==> src/rtl/esc_pkg.sv <==
`timescale 1ns / 1ps
// ----------------------------------------------------------------------------
// esc_pkg
// Constants for the seconds-to-calendar pipeline: reciprocals for the
// constant divisions, calendar offsets and the month start table.
// ----------------------------------------------------------------------------
package esc_pkg;

   // number of register stages between request and response
   localparam int NUM_STAGES = 11;

   // time units
   localparam logic [16:0] SECS_PER_DAY  = 17'd86400;
   localparam logic [11:0] SECS_PER_HOUR = 12'd3600;
   localparam logic [6:0]  SECS_PER_MIN  = 7'd60;

   // reciprocals: floor(2^35/675), floor(2^20/225), floor(2^26/1461), floor(2^16/15)
   localparam logic [25:0] RECIP_DAY   = 26'd50903316;
   localparam logic [12:0] RECIP_HOUR  = 13'd4660;
   localparam logic [15:0] RECIP_QUAD  = 16'd45933;
   localparam logic [12:0] RECIP_MIN   = 13'd4369;

   // four-year cycles are counted from 1968, the leap year before the epoch
   localparam logic [11:0] BASE_YEAR      = 12'd1968;
   localparam logic [15:0] BASE_OFFSET    = 16'd731;
   localparam logic [10:0] DAYS_PER_QUAD  = 11'd1461;
   // first day (from the epoch) of March 2100, a skipped leap day
   localparam logic [15:0] SKIP_LEAP_DAY  = 16'd47541;

   // day-of-year offsets within a four-year cycle
   localparam logic [10:0] QUAD_YEAR1 = 11'd366;
   localparam logic [10:0] QUAD_YEAR2 = 11'd731;
   localparam logic [10:0] QUAD_YEAR3 = 11'd1096;

   // day of year of March 1 in a common year
   localparam logic [8:0] MARCH_COMMON = 9'd59;

   // first day of each month in a leap year, zero based
   localparam logic [8:0] MONTH_START [12] = '{
      9'd0,   9'd31,  9'd60,  9'd91,  9'd121, 9'd152,
      9'd182, 9'd213, 9'd244, 9'd274, 9'd305, 9'd335
   };

endpackage

==> src/rtl/epoch_seconds_to_calendar.sv <==
`timescale 1ns / 1ps
// ----------------------------------------------------------------------------
// epoch_seconds_to_calendar
// Converts an unsigned 32-bit count of seconds since 1970-01-01 00:00:00
// into Gregorian year, month, day, hour, minute and second.
//
//   Channel   Direction  Handshake           Payload
//   req       in         req_valid/stall     req_epoch_secs[31:0]
//   rsp       out        rsp_valid/stall     year, month, day, hour, min, sec
//
// Eleven register stages; one beat enters per cycle while req_stall is low.
// Each stage holds a valid bit; a stage loads when it is empty or the next
// stage loads, so bubbles close up while the response is stalled.
// Reset clears only the valid bits.
// Divisions by constants are reciprocal multiplies with one correction step.
// ----------------------------------------------------------------------------
module epoch_seconds_to_calendar (
   input  logic        clock,
   input  logic        reset,
   input  logic        req_valid,
   output logic        req_stall,
   input  logic [31:0] req_epoch_secs,
   output logic        rsp_valid,
   input  logic        rsp_stall,
   output logic [11:0] rsp_year_full,
   output logic [3:0]  rsp_month_num,
   output logic [4:0]  rsp_day_of_month,
   output logic [4:0]  rsp_hour_of_day,
   output logic [5:0]  rsp_minute_of_hour,
   output logic [5:0]  rsp_second_of_minute
);

   localparam int NS = esc_pkg::NUM_STAGES;

   // stage valid bits and load enables
   logic [NS-1:0] vld_ff;
   logic [NS-1:0] vld_in;
   logic [NS-1:0] rdy;

   // build the load chain from the output back
   assign rdy[NS-1] = !vld_ff[NS-1] || !rsp_stall;
   for (genvar s = 0; s < NS - 1; s++) begin : g_rdy
      assign rdy[s] = !vld_ff[s] || rdy[s+1];
   end

   assign vld_in = {vld_ff[NS-2:0], req_valid};
   assign req_stall = !rdy[0];
   assign rsp_valid = vld_ff[NS-1];

   // advance valid bits
   always_ff @(posedge clock) begin
      if (reset) begin
         vld_ff <= '0;
      end else begin
         for (int s = 0; s < NS; s++) begin
            if (rdy[s]) begin
               vld_ff[s] <= vld_in[s];
            end
         end
      end
   end

   // ---------------- stage 0: day count estimate ----------------
   logic [31:0] secs_s0_ff, secs_s0_in;
   logic [15:0] dq_s0_ff, dq_s0_in;
   logic [50:0] day_prod;

   always_comb begin
      day_prod   = 51'(req_epoch_secs[31:7]) * 51'(esc_pkg::RECIP_DAY);
      dq_s0_in   = day_prod[50:35];
      secs_s0_in = req_epoch_secs;
   end

   always_ff @(posedge clock) begin
      if (rdy[0]) begin
         secs_s0_ff <= secs_s0_in;
         dq_s0_ff   <= dq_s0_in;
      end
   end

   // ---------------- stage 1: remainder of the day estimate ----------------
   logic [15:0] dq_s1_ff, dq_s1_in;
   logic [17:0] drem_s1_ff, drem_s1_in;

   always_comb begin
      dq_s1_in   = dq_s0_ff;
      drem_s1_in = 18'(secs_s0_ff - (32'(dq_s0_ff) * 32'(esc_pkg::SECS_PER_DAY)));
   end

   always_ff @(posedge clock) begin
      if (rdy[1]) begin
         dq_s1_ff   <= dq_s1_in;
         drem_s1_ff <= drem_s1_in;
      end
   end

   // ---------------- stage 2: correct day count and time of day ----------------
   logic [15:0] days_s2_ff, days_s2_in;
   logic [16:0] tod_s2_ff, tod_s2_in;

   always_comb begin
      if (drem_s1_ff >= 18'(esc_pkg::SECS_PER_DAY)) begin
         days_s2_in = dq_s1_ff + 16'd1;
         tod_s2_in  = 17'(drem_s1_ff - 18'(esc_pkg::SECS_PER_DAY));
      end else begin
         days_s2_in = dq_s1_ff;
         tod_s2_in  = drem_s1_ff[16:0];
      end
   end

   always_ff @(posedge clock) begin
      if (rdy[2]) begin
         days_s2_ff <= days_s2_in;
         tod_s2_ff  <= tod_s2_in;
      end
   end

   // ---------------- stage 3: shift to 1968 base, hour estimate ----------------
   logic [15:0] dp_s3_ff, dp_s3_in;
   logic [4:0]  hq_s3_ff, hq_s3_in;
   logic [16:0] tod_s3_ff, tod_s3_in;
   logic [25:0] hour_prod;

   always_comb begin
      // past February 2100 add the leap day that year lacks
      dp_s3_in = days_s2_ff + esc_pkg::BASE_OFFSET
               + 16'(days_s2_ff >= esc_pkg::SKIP_LEAP_DAY);
      hour_prod = 26'(tod_s2_ff[16:4]) * 26'(esc_pkg::RECIP_HOUR);
      hq_s3_in  = hour_prod[24:20];
      tod_s3_in = tod_s2_ff;
   end

   always_ff @(posedge clock) begin
      if (rdy[3]) begin
         dp_s3_ff  <= dp_s3_in;
         hq_s3_ff  <= hq_s3_in;
         tod_s3_ff <= tod_s3_in;
      end
   end

   // ---------------- stage 4: four-year cycle estimate, hour remainder ----------------
   logic [15:0] dp_s4_ff, dp_s4_in;
   logic [5:0]  cq_s4_ff, cq_s4_in;
   logic [4:0]  hq_s4_ff, hq_s4_in;
   logic [12:0] hrem_s4_ff, hrem_s4_in;
   logic [31:0] quad_prod;

   always_comb begin
      quad_prod  = 32'(dp_s3_ff) * 32'(esc_pkg::RECIP_QUAD);
      cq_s4_in   = quad_prod[31:26];
      dp_s4_in   = dp_s3_ff;
      hq_s4_in   = hq_s3_ff;
      hrem_s4_in = 13'(tod_s3_ff - (17'(hq_s3_ff) * 17'(esc_pkg::SECS_PER_HOUR)));
   end

   always_ff @(posedge clock) begin
      if (rdy[4]) begin
         dp_s4_ff   <= dp_s4_in;
         cq_s4_ff   <= cq_s4_in;
         hq_s4_ff   <= hq_s4_in;
         hrem_s4_ff <= hrem_s4_in;
      end
   end

   // ---------------- stage 5: cycle remainder, correct hour ----------------
   logic [5:0]  cq_s5_ff, cq_s5_in;
   logic [11:0] crem_s5_ff, crem_s5_in;
   logic [4:0]  hour_s5_ff, hour_s5_in;
   logic [11:0] mtod_s5_ff, mtod_s5_in;

   always_comb begin
      cq_s5_in   = cq_s4_ff;
      crem_s5_in = 12'(dp_s4_ff - (16'(cq_s4_ff) * 16'(esc_pkg::DAYS_PER_QUAD)));
      if (hrem_s4_ff >= 13'(esc_pkg::SECS_PER_HOUR)) begin
         hour_s5_in = hq_s4_ff + 5'd1;
         mtod_s5_in = 12'(hrem_s4_ff - 13'(esc_pkg::SECS_PER_HOUR));
      end else begin
         hour_s5_in = hq_s4_ff;
         mtod_s5_in = hrem_s4_ff[11:0];
      end
   end

   always_ff @(posedge clock) begin
      if (rdy[5]) begin
         cq_s5_ff   <= cq_s5_in;
         crem_s5_ff <= crem_s5_in;
         hour_s5_ff <= hour_s5_in;
         mtod_s5_ff <= mtod_s5_in;
      end
   end

   // ---------------- stage 6: correct cycle, minute estimate ----------------
   logic [5:0]  cq_s6_ff, cq_s6_in;
   logic [10:0] cday_s6_ff, cday_s6_in;
   logic [4:0]  hour_s6_ff, hour_s6_in;
   logic [11:0] mtod_s6_ff, mtod_s6_in;
   logic [5:0]  mq_s6_ff, mq_s6_in;
   logic [22:0] min_prod;

   always_comb begin
      if (crem_s5_ff >= 12'(esc_pkg::DAYS_PER_QUAD)) begin
         cq_s6_in   = cq_s5_ff + 6'd1;
         cday_s6_in = 11'(crem_s5_ff - 12'(esc_pkg::DAYS_PER_QUAD));
      end else begin
         cq_s6_in   = cq_s5_ff;
         cday_s6_in = crem_s5_ff[10:0];
      end
      min_prod   = 23'(mtod_s5_ff[11:2]) * 23'(esc_pkg::RECIP_MIN);
      mq_s6_in   = min_prod[21:16];
      hour_s6_in = hour_s5_ff;
      mtod_s6_in = mtod_s5_ff;
   end

   always_ff @(posedge clock) begin
      if (rdy[6]) begin
         cq_s6_ff   <= cq_s6_in;
         cday_s6_ff <= cday_s6_in;
         hour_s6_ff <= hour_s6_in;
         mtod_s6_ff <= mtod_s6_in;
         mq_s6_ff   <= mq_s6_in;
      end
   end

   // ---------------- stage 7: year and day of year, minute remainder ----------------
   logic [11:0] year_s7_ff, year_s7_in;
   logic [8:0]  doy_s7_ff, doy_s7_in;
   logic        leap_s7_ff, leap_s7_in;
   logic [4:0]  hour_s7_ff, hour_s7_in;
   logic [5:0]  mq_s7_ff, mq_s7_in;
   logic [6:0]  srem_s7_ff, srem_s7_in;
   logic [1:0]  yoff;

   always_comb begin
      // first year of each cycle is the leap year
      priority if (cday_s6_ff < esc_pkg::QUAD_YEAR1) begin
         yoff       = 2'd0;
         doy_s7_in  = cday_s6_ff[8:0];
         leap_s7_in = 1'b1;
      end else if (cday_s6_ff < esc_pkg::QUAD_YEAR2) begin
         yoff       = 2'd1;
         doy_s7_in  = 9'(cday_s6_ff - esc_pkg::QUAD_YEAR1);
         leap_s7_in = 1'b0;
      end else if (cday_s6_ff < esc_pkg::QUAD_YEAR3) begin
         yoff       = 2'd2;
         doy_s7_in  = 9'(cday_s6_ff - esc_pkg::QUAD_YEAR2);
         leap_s7_in = 1'b0;
      end else begin
         yoff       = 2'd3;
         doy_s7_in  = 9'(cday_s6_ff - esc_pkg::QUAD_YEAR3);
         leap_s7_in = 1'b0;
      end
      year_s7_in = esc_pkg::BASE_YEAR + {4'd0, cq_s6_ff, 2'b00} + 12'(yoff);
      hour_s7_in = hour_s6_ff;
      mq_s7_in   = mq_s6_ff;
      srem_s7_in = 7'(mtod_s6_ff - (12'(mq_s6_ff) * 12'(esc_pkg::SECS_PER_MIN)));
   end

   always_ff @(posedge clock) begin
      if (rdy[7]) begin
         year_s7_ff <= year_s7_in;
         doy_s7_ff  <= doy_s7_in;
         leap_s7_ff <= leap_s7_in;
         hour_s7_ff <= hour_s7_in;
         mq_s7_ff   <= mq_s7_in;
         srem_s7_ff <= srem_s7_in;
      end
   end

   // ---------------- stage 8: map to leap calendar, correct minute ----------------
   logic [11:0] year_s8_ff, year_s8_in;
   logic [8:0]  doya_s8_ff, doya_s8_in;
   logic [4:0]  hour_s8_ff, hour_s8_in;
   logic [5:0]  min_s8_ff, min_s8_in;
   logic [5:0]  sec_s8_ff, sec_s8_in;

   always_comb begin
      // common years skip February 29
      if (!leap_s7_ff && (doy_s7_ff >= esc_pkg::MARCH_COMMON)) begin
         doya_s8_in = doy_s7_ff + 9'd1;
      end else begin
         doya_s8_in = doy_s7_ff;
      end
      if (srem_s7_ff >= esc_pkg::SECS_PER_MIN) begin
         min_s8_in = mq_s7_ff + 6'd1;
         sec_s8_in = 6'(srem_s7_ff - esc_pkg::SECS_PER_MIN);
      end else begin
         min_s8_in = mq_s7_ff;
         sec_s8_in = srem_s7_ff[5:0];
      end
      year_s8_in = year_s7_ff;
      hour_s8_in = hour_s7_ff;
   end

   always_ff @(posedge clock) begin
      if (rdy[8]) begin
         year_s8_ff <= year_s8_in;
         doya_s8_ff <= doya_s8_in;
         hour_s8_ff <= hour_s8_in;
         min_s8_ff  <= min_s8_in;
         sec_s8_ff  <= sec_s8_in;
      end
   end

   // ---------------- stage 9: month lookup ----------------
   logic [11:0] year_s9_ff, year_s9_in;
   logic [8:0]  doya_s9_ff, doya_s9_in;
   logic [3:0]  mon_s9_ff, mon_s9_in;
   logic [4:0]  hour_s9_ff, hour_s9_in;
   logic [5:0]  min_s9_ff, min_s9_in;
   logic [5:0]  sec_s9_ff, sec_s9_in;

   always_comb begin
      // pick the last month whose first day is not past the day of year
      mon_s9_in = 4'd1;
      for (int k = 1; k < 12; k++) begin
         if (doya_s8_ff >= esc_pkg::MONTH_START[k]) begin
            mon_s9_in = 4'(k + 1);
         end
      end
      year_s9_in = year_s8_ff;
      doya_s9_in = doya_s8_ff;
      hour_s9_in = hour_s8_ff;
      min_s9_in  = min_s8_ff;
      sec_s9_in  = sec_s8_ff;
   end

   always_ff @(posedge clock) begin
      if (rdy[9]) begin
         year_s9_ff <= year_s9_in;
         doya_s9_ff <= doya_s9_in;
         mon_s9_ff  <= mon_s9_in;
         hour_s9_ff <= hour_s9_in;
         min_s9_ff  <= min_s9_in;
         sec_s9_ff  <= sec_s9_in;
      end
   end

   // ---------------- stage 10: day of month, output register ----------------
   logic [11:0] year_s10_ff, year_s10_in;
   logic [3:0]  mon_s10_ff, mon_s10_in;
   logic [4:0]  day_s10_ff, day_s10_in;
   logic [4:0]  hour_s10_ff, hour_s10_in;
   logic [5:0]  min_s10_ff, min_s10_in;
   logic [5:0]  sec_s10_ff, sec_s10_in;
   logic [3:0]  mon_idx;

   always_comb begin
      mon_idx     = mon_s9_ff - 4'd1;
      day_s10_in  = 5'(doya_s9_ff - esc_pkg::MONTH_START[mon_idx] + 9'd1);
      year_s10_in = year_s9_ff;
      mon_s10_in  = mon_s9_ff;
      hour_s10_in = hour_s9_ff;
      min_s10_in  = min_s9_ff;
      sec_s10_in  = sec_s9_ff;
   end

   always_ff @(posedge clock) begin
      if (rdy[10]) begin
         year_s10_ff <= year_s10_in;
         mon_s10_ff  <= mon_s10_in;
         day_s10_ff  <= day_s10_in;
         hour_s10_ff <= hour_s10_in;
         min_s10_ff  <= min_s10_in;
         sec_s10_ff  <= sec_s10_in;
      end
   end

   // drive the response beat
   assign rsp_year_full        = year_s10_ff;
   assign rsp_month_num        = mon_s10_ff;
   assign rsp_day_of_month     = day_s10_ff;
   assign rsp_hour_of_day      = hour_s10_ff;
   assign rsp_minute_of_hour   = min_s10_ff;
   assign rsp_second_of_minute = sec_s10_ff;

endmodule

==> config.mk <==
export PLATFORM = sky130hd
export DESIGN_NAME = epoch_seconds_to_calendar
export DESIGN_NICKNAME = d
export VERILOG_FILES = /design/src/rtl/esc_pkg.sv /design/src/rtl/epoch_seconds_to_calendar.sv
export SDC_FILE = /design/constraint.sdc
export NUM_CORES = 2
export LEC_CHECK = 0
export ABC_AREA = 1
export CORE_ASPECT_RATIO = 0.8
export CORE_UTILIZATION = 40
export CTS_CLUSTER_SIZE = 12
export DETAILED_ROUTE_END_ITERATION = 10
export DONT_BUFFER_PORTS = 1
export PLACE_DENSITY = 0.57
export SYNTH_ARGS = -nofsm -noshare
export SYNTH_HDL_FRONTEND = slang
export SYNTH_SLANG_ARGS = --single-unit
==> constraint.sdc <==
create_clock -name clock -period 10.1 [get_ports clock]
set_clock_uncertainty 0.05 [all_clocks]
set_input_delay 0.505 -clock clock [delete_from_list [all_inputs] [get_ports clock]]
set_output_delay 0.505 -clock clock [all_outputs]
set_load 0.02 [all_outputs]
### After elaboration in Yosys (flattened, before gate mapping)

Memories as Yosys holds them, arrays and structs flattened.
Cells that the tools add are included.

* add/subtract/negate cells: 23
* multipliers: 8
* div/mod/pow operators: 0
* $lt $le $gt $ge: 21
* equal/unequal tests: 0
* shift-type cells: 0
* muxes and demuxes: 28
* bitwise gates (word level): 1
* reductions and logical operators: 27

Operators with widths (count)
* $mul 25x24->49 const B: 1
* $ge 9x8->1 const B: 4
* $mux 9: 4
* $mul 16x16->32 const B: 1
* $ge 9x9->1 const B: 3
* $mul 13x11->23 const B: 1
* $mul 10x13->22 const B: 1
* $mux 4: 5
* $ge 18x17->1 const B: 1
* $ge 9x6->1 const B: 2
* $ge 9x7->1 const B: 2
* $mux 6: 3
* $sub 18x18->18: 1
* $mux 17: 1
* $sub 17x17->17 const B: 1
* $add 16x1->16: 1
* $add 16x1->16 const B: 1
* $add 16x10->16 const B: 1
* $ge 16x16->1 const B: 1
* $mul 16x10->11 const B: 1
* $mux 16: 1
* $mux 5: 3
* $logic_not 1->1: 14
* $ge 13x12->1 const B: 1
* 35 further kinds: 53

* bits in registers: 406
* bits in latches: 0
* bits in writable memories: 0
* memory bits (read-only): 144
* bits of input ports: 36
* output and inout port bits: 40
* word-level logic and storage cells: 166
* memories kept: 1

Memories
* (name not given): depth 16, bits a word 9, read ports 1, clocked after Yosys merged registers in 0, wr ports 0, line epoch_seconds_to_calendar.sv:349 `day_s10_in = 5'(doya_s9_ff - esc_pkg::MONTH_START[mon_idx] + 9'd1);`

### Longest topological paths before layout

* word-level depth: 13
* mapped depth: 24
* depth with buffers taken out: 24

### Least setup slack after synthesis

Ideal clock, no wire load.

* kind: in2reg
* start point: in req_epoch_secs[15]
* end point: reg dq_s0_ff[4] (data pin)
* library setup time: 0.252 ns
* arrival time: 4.934 ns
* data required time: 9.798 ns
* path slack: 4.864 ns
* stages on the path: 22
* path buffers: 0
* path through: fa_1 ha_1 inv_1 fa_1 fa_1 inv_1 fa_1 fa_1 inv_1 fa_1 inv_1 ha_1 a21oi_1 o21ai_0 nand2_1 nand2_1 a21oi_1 nand2_1 nand2_1 nand2_1 nand2_1 nand2_1

* word-level cells in the longest chain between the ends: 1

Ends and longest elaborated chain
* from (decl): line epoch_seconds_to_calendar.sv:22 `input logic [31:0] req_epoch_secs,`
* $mul 25x24->49: line epoch_seconds_to_calendar.sv:69 `day_prod = 51'(req_epoch_secs[31:7]) * 51'(esc_pkg::RECIP_DAY);`
* via day_prod[39]: line epoch_seconds_to_calendar.sv:66 `logic [50:0] day_prod;`
* to (signal assigned): line epoch_seconds_to_calendar.sv:77 `dq_s0_ff <= dq_s0_in;`
* to (decl): line epoch_seconds_to_calendar.sv:65 `logic [15:0] dq_s0_ff, dq_s0_in;`

The timed path passes the listed nets, and every way through them passes these cells.
A chain may end at the register's enable or synchronous reset.

### Worst setup path in the final report

* start point: reg dp_s3_ff[12]
* end point: reg cq_s4_ff[4] (data pin)

* word-level cells in the longest chain between the ends: 1

Ends and longest elaborated chain
* from (decl): line epoch_seconds_to_calendar.sv:119 `logic [15:0] dp_s3_ff, dp_s3_in;`
* from (signal assigned): line epoch_seconds_to_calendar.sv:135 `dp_s3_ff <= dp_s3_in;`
* $mul 16x16->32: line epoch_seconds_to_calendar.sv:149 `quad_prod = 32'(dp_s3_ff) * 32'(esc_pkg::RECIP_QUAD);`
* via quad_prod[30]: line epoch_seconds_to_calendar.sv:146 `logic [31:0] quad_prod;`
* to (signal assigned): line epoch_seconds_to_calendar.sv:159 `cq_s4_ff <= cq_s4_in;`
* to (decl): line epoch_seconds_to_calendar.sv:143 `logic [5:0] cq_s4_ff, cq_s4_in;`

The timed path passes the listed nets, and every way through them passes these cells.

==> qor.yml <==
status:
  outcome: "finished, final reports clean"
synth:
  syn_nets: 4583
  postSynthAreaPerCell_um2: 10.3
  netlist.area_leader.share_pct: 31.9
  ys_types: 53
  synthTopCellsByArea: "edfxtp_1, ha_1, fa_1, inv_1, nand2_1"
  async_flop_share_pct: 0
  synth_edf_count: 391
  seq_area_frac_synth_pct: 32.5
  netlist_area_um2: 36800
  synth_warnings: 0
  ys.flop_type: "edfxtp_1"
  synth_top_area_cell: "edfxtp_1"
  synthCells: 3572
  ys_seq_elements: 402
routing:
  avgViaCountPerCell: 4.81
  firstDrtPassIters: 6
  wirelength_mm: 77.5
  dr_total_vias: 23500
  wl_per_cell_um: 15.9
  final_antenna_net_count: 0
  drc: 0
  drt_iter0_drc: 1351
cells_and_area:
  antenna_cells: 0
  nets: 4644
  drive_gt1_share_pct: 2.68
  layout_commonest_cell: "inv_1"
  final_cell_mix: "inv_1, ha_1, nand2_1, edfxtp_1, fa_1"
  area_delta_synth_final_pct: 8.07
cts:
  ctsResizeCount: 0
  clk_latency_ns: 0.58
  cts_buffers: 42
  hold_buffers: 20
  cts.sinks: 402
  cts_max_level: 2
  post-cts-setup-buffers: 0
  cts_max_path_buffers: 3
  cts_root_buf: "clkbuf_16"
  cts_tree: "done"
  clk_pin_slew_worst_paths_ns: 0.06
run:
  cap_violations: 0
die:
  die_x_um: 341
  die_h_um: 273
  design.core.area_um2: 91200
  start_util_pct: 40.4
  rows: 99
  num_io_pins: 76
  die_area_um2: 93300
critical_path:
  start_kind: "register"
  critPathMaxFanout: 6
  setup.worst_path.class: "reg -> reg"
  worst_ep_required_time_ns: 10.35
  slowest_stage: "edfxtp_1"
  worst_setup_path_end_kind: "register"
  critical_path_arrival_ns: 5.74
  crit_chain: "ha_1 > inv_1 > fa_1 > fa_1 > inv_1 > fa_1 > fa_1 > inv_1 > fa_1 > inv_1 > ha_1 > nand2_1 > nand2_1 > a21boi_0 > o21ai_0 > a21oi_1 > nand2_1 > nand2_1 > nand2_1"
  cpPeakStageDelay_ns: 0.60
placement:
  port_buffers: 0
  gp_congestion: 0.949
  hpwl_mm: 64.3
timing:
  fin_crit_sh_pct: 54.3
  finalSetupTns_ns: 0
  setup_viol: 0
  timing.fmax_mhz: 182
  maxSlewHeadroom_pct: 34.2
  finalHoldViolations: 0
  rsz0062_at_grt: "no"
  worstMarginPinSlew_ns: 0.985
  period_needed_ns: 5.49
  maxSlewViolCount: 0
global_route:
  grt_pass1_vias: 23500
  grt_start_max_net_pins: 40
  gr-total-overflow: 0
  track_usage_pct: 17.0
  antenna_found_initial: 0
  grt_pass1_wl_mm: 126
min_path:
  hold_class: "reg -> reg"
cells in the mapped netlist (5+ instances only):
cell / n
dfxtp_1: 11
nand2_1: 458
o211ai_1: 9
xor2_1: 111
a21boi_0: 7
nand3_1: 99
a21oi_1: 183
nand2_2: 5
nand3b_1: 9
o21bai_1: 16
xnor2_1: 62
o21a_1: 5
nand4_1: 43
nor3_1: 26
ha_1: 666
buf_4: 7
o31ai_1: 6
a21o_1: 10
edfxtp_1: 391
o21ai_0: 123
nor2_1: 184
fa_1: 309
nor4_1: 7
mux2_2: 7
a31oi_1: 7
inv_1: 767
o21ai_1: 5
flip-flops by register name, indices dropped and copies added, names as in the netlist, 12 cells and up:
register and count:
crem_s5_ff 12, days_s2_ff 16, dp_s3_ff 16, dp_s4_ff 12
dq_s0_ff 16, dq_s1_ff 16, drem_s1_ff 18, hrem_s4_ff 13
mtod_s5_ff 12, secs_s0_ff 18, tod_s2_ff 17, tod_s3_ff 13
layout make-up:
| type | count | area [um^2] |
|---|---|---|
| well taps | 1212 | 1520 |
| clock inverters | 10 | 110 |
| multi-input cells | 2391 | 21900 |
| fillers | 8803 | 51400 |
| clock buffers | 64 | 1150 |
| inverters | 769 | 2890 |
| repair buffers | 27 | 253 |
| flip-flops and latches | 402 | 12000 |
layer usage:
| layer | GRT usage (%) | vias up | wire (um) | share of wire [%] |
|---|---|---|---|---|
| met1 | 25.2 | 11100 | 39300 | 51 |
| met5 | 0 | - | 0 | 0 |
| met4 | 3.22 | 0 | 1200 | 1.6 |
| met2 | 26.1 | 393 | 33300 | 43 |
| met3 | 2.92 | 68 | 3760 | 4.9 |
| li1 | - | 11900 | - | - |
path summary, 6_finish.rpt:
path	startpoint	end	slack, ns	depth (start not counted)
hold reg to reg	hour_s7_ff[4]	hour_s8_ff[4]	0.36	0
setup reg to reg	dp_s3_ff[12]	cq_s4_ff[4]	4.61	19
setup / recovery	dp_s3_ff[12]	cq_s4_ff[4]	4.61	19
hold / removal	hour_s7_ff[4]	hour_s8_ff[4]	0.36	0
cell families after synthesis:
| family | after synthesis | share of synthesized area [%] |
|---|---|---|
| AO/OA/AOI/OAI | 383 | 5.76 |
| flip-flops | 402 | 32.5 |
| XOR/XNOR | 173 | 4.11 |
| buffers and inverters | 779 | 8.05 |
| AND/OR/NAND/NOR | 852 | 9.92 |
| adder cells (fa/ha/maj) | 975 | 39.4 |
| multiplexers | 8 | 0.241 |
critical path: cells and delay by family, from the launching register on:
kind | cells | cell delay, ns
fa+ha+maj | 7 | 3.26
compound gates | 3 | 0.71
flops | 1 | 0.60
simple gates | 5 | 0.36
buf+inv | 4 | 0.24
through the flow:
step	area [um^2]	std cells	setup slack, ns	utilization [%]	hold slack (ns)
after floorplan	36800	3572	4.86	-	0.350
after detailed placement	38300	4781	4.40	42.0	0.355
after global placement	38300	4781	4.42	42.0	0.351
after global routing	39800	4875	4.36	43.6	0.366
after CTS	39800	4875	4.63	43.6	0.365
final	39800	4875	4.61	43.6	0.364
Power is left out: the tool's default activity adds up to more than one toggle a clock period on the data nets, which glitch-free logic cannot reach.
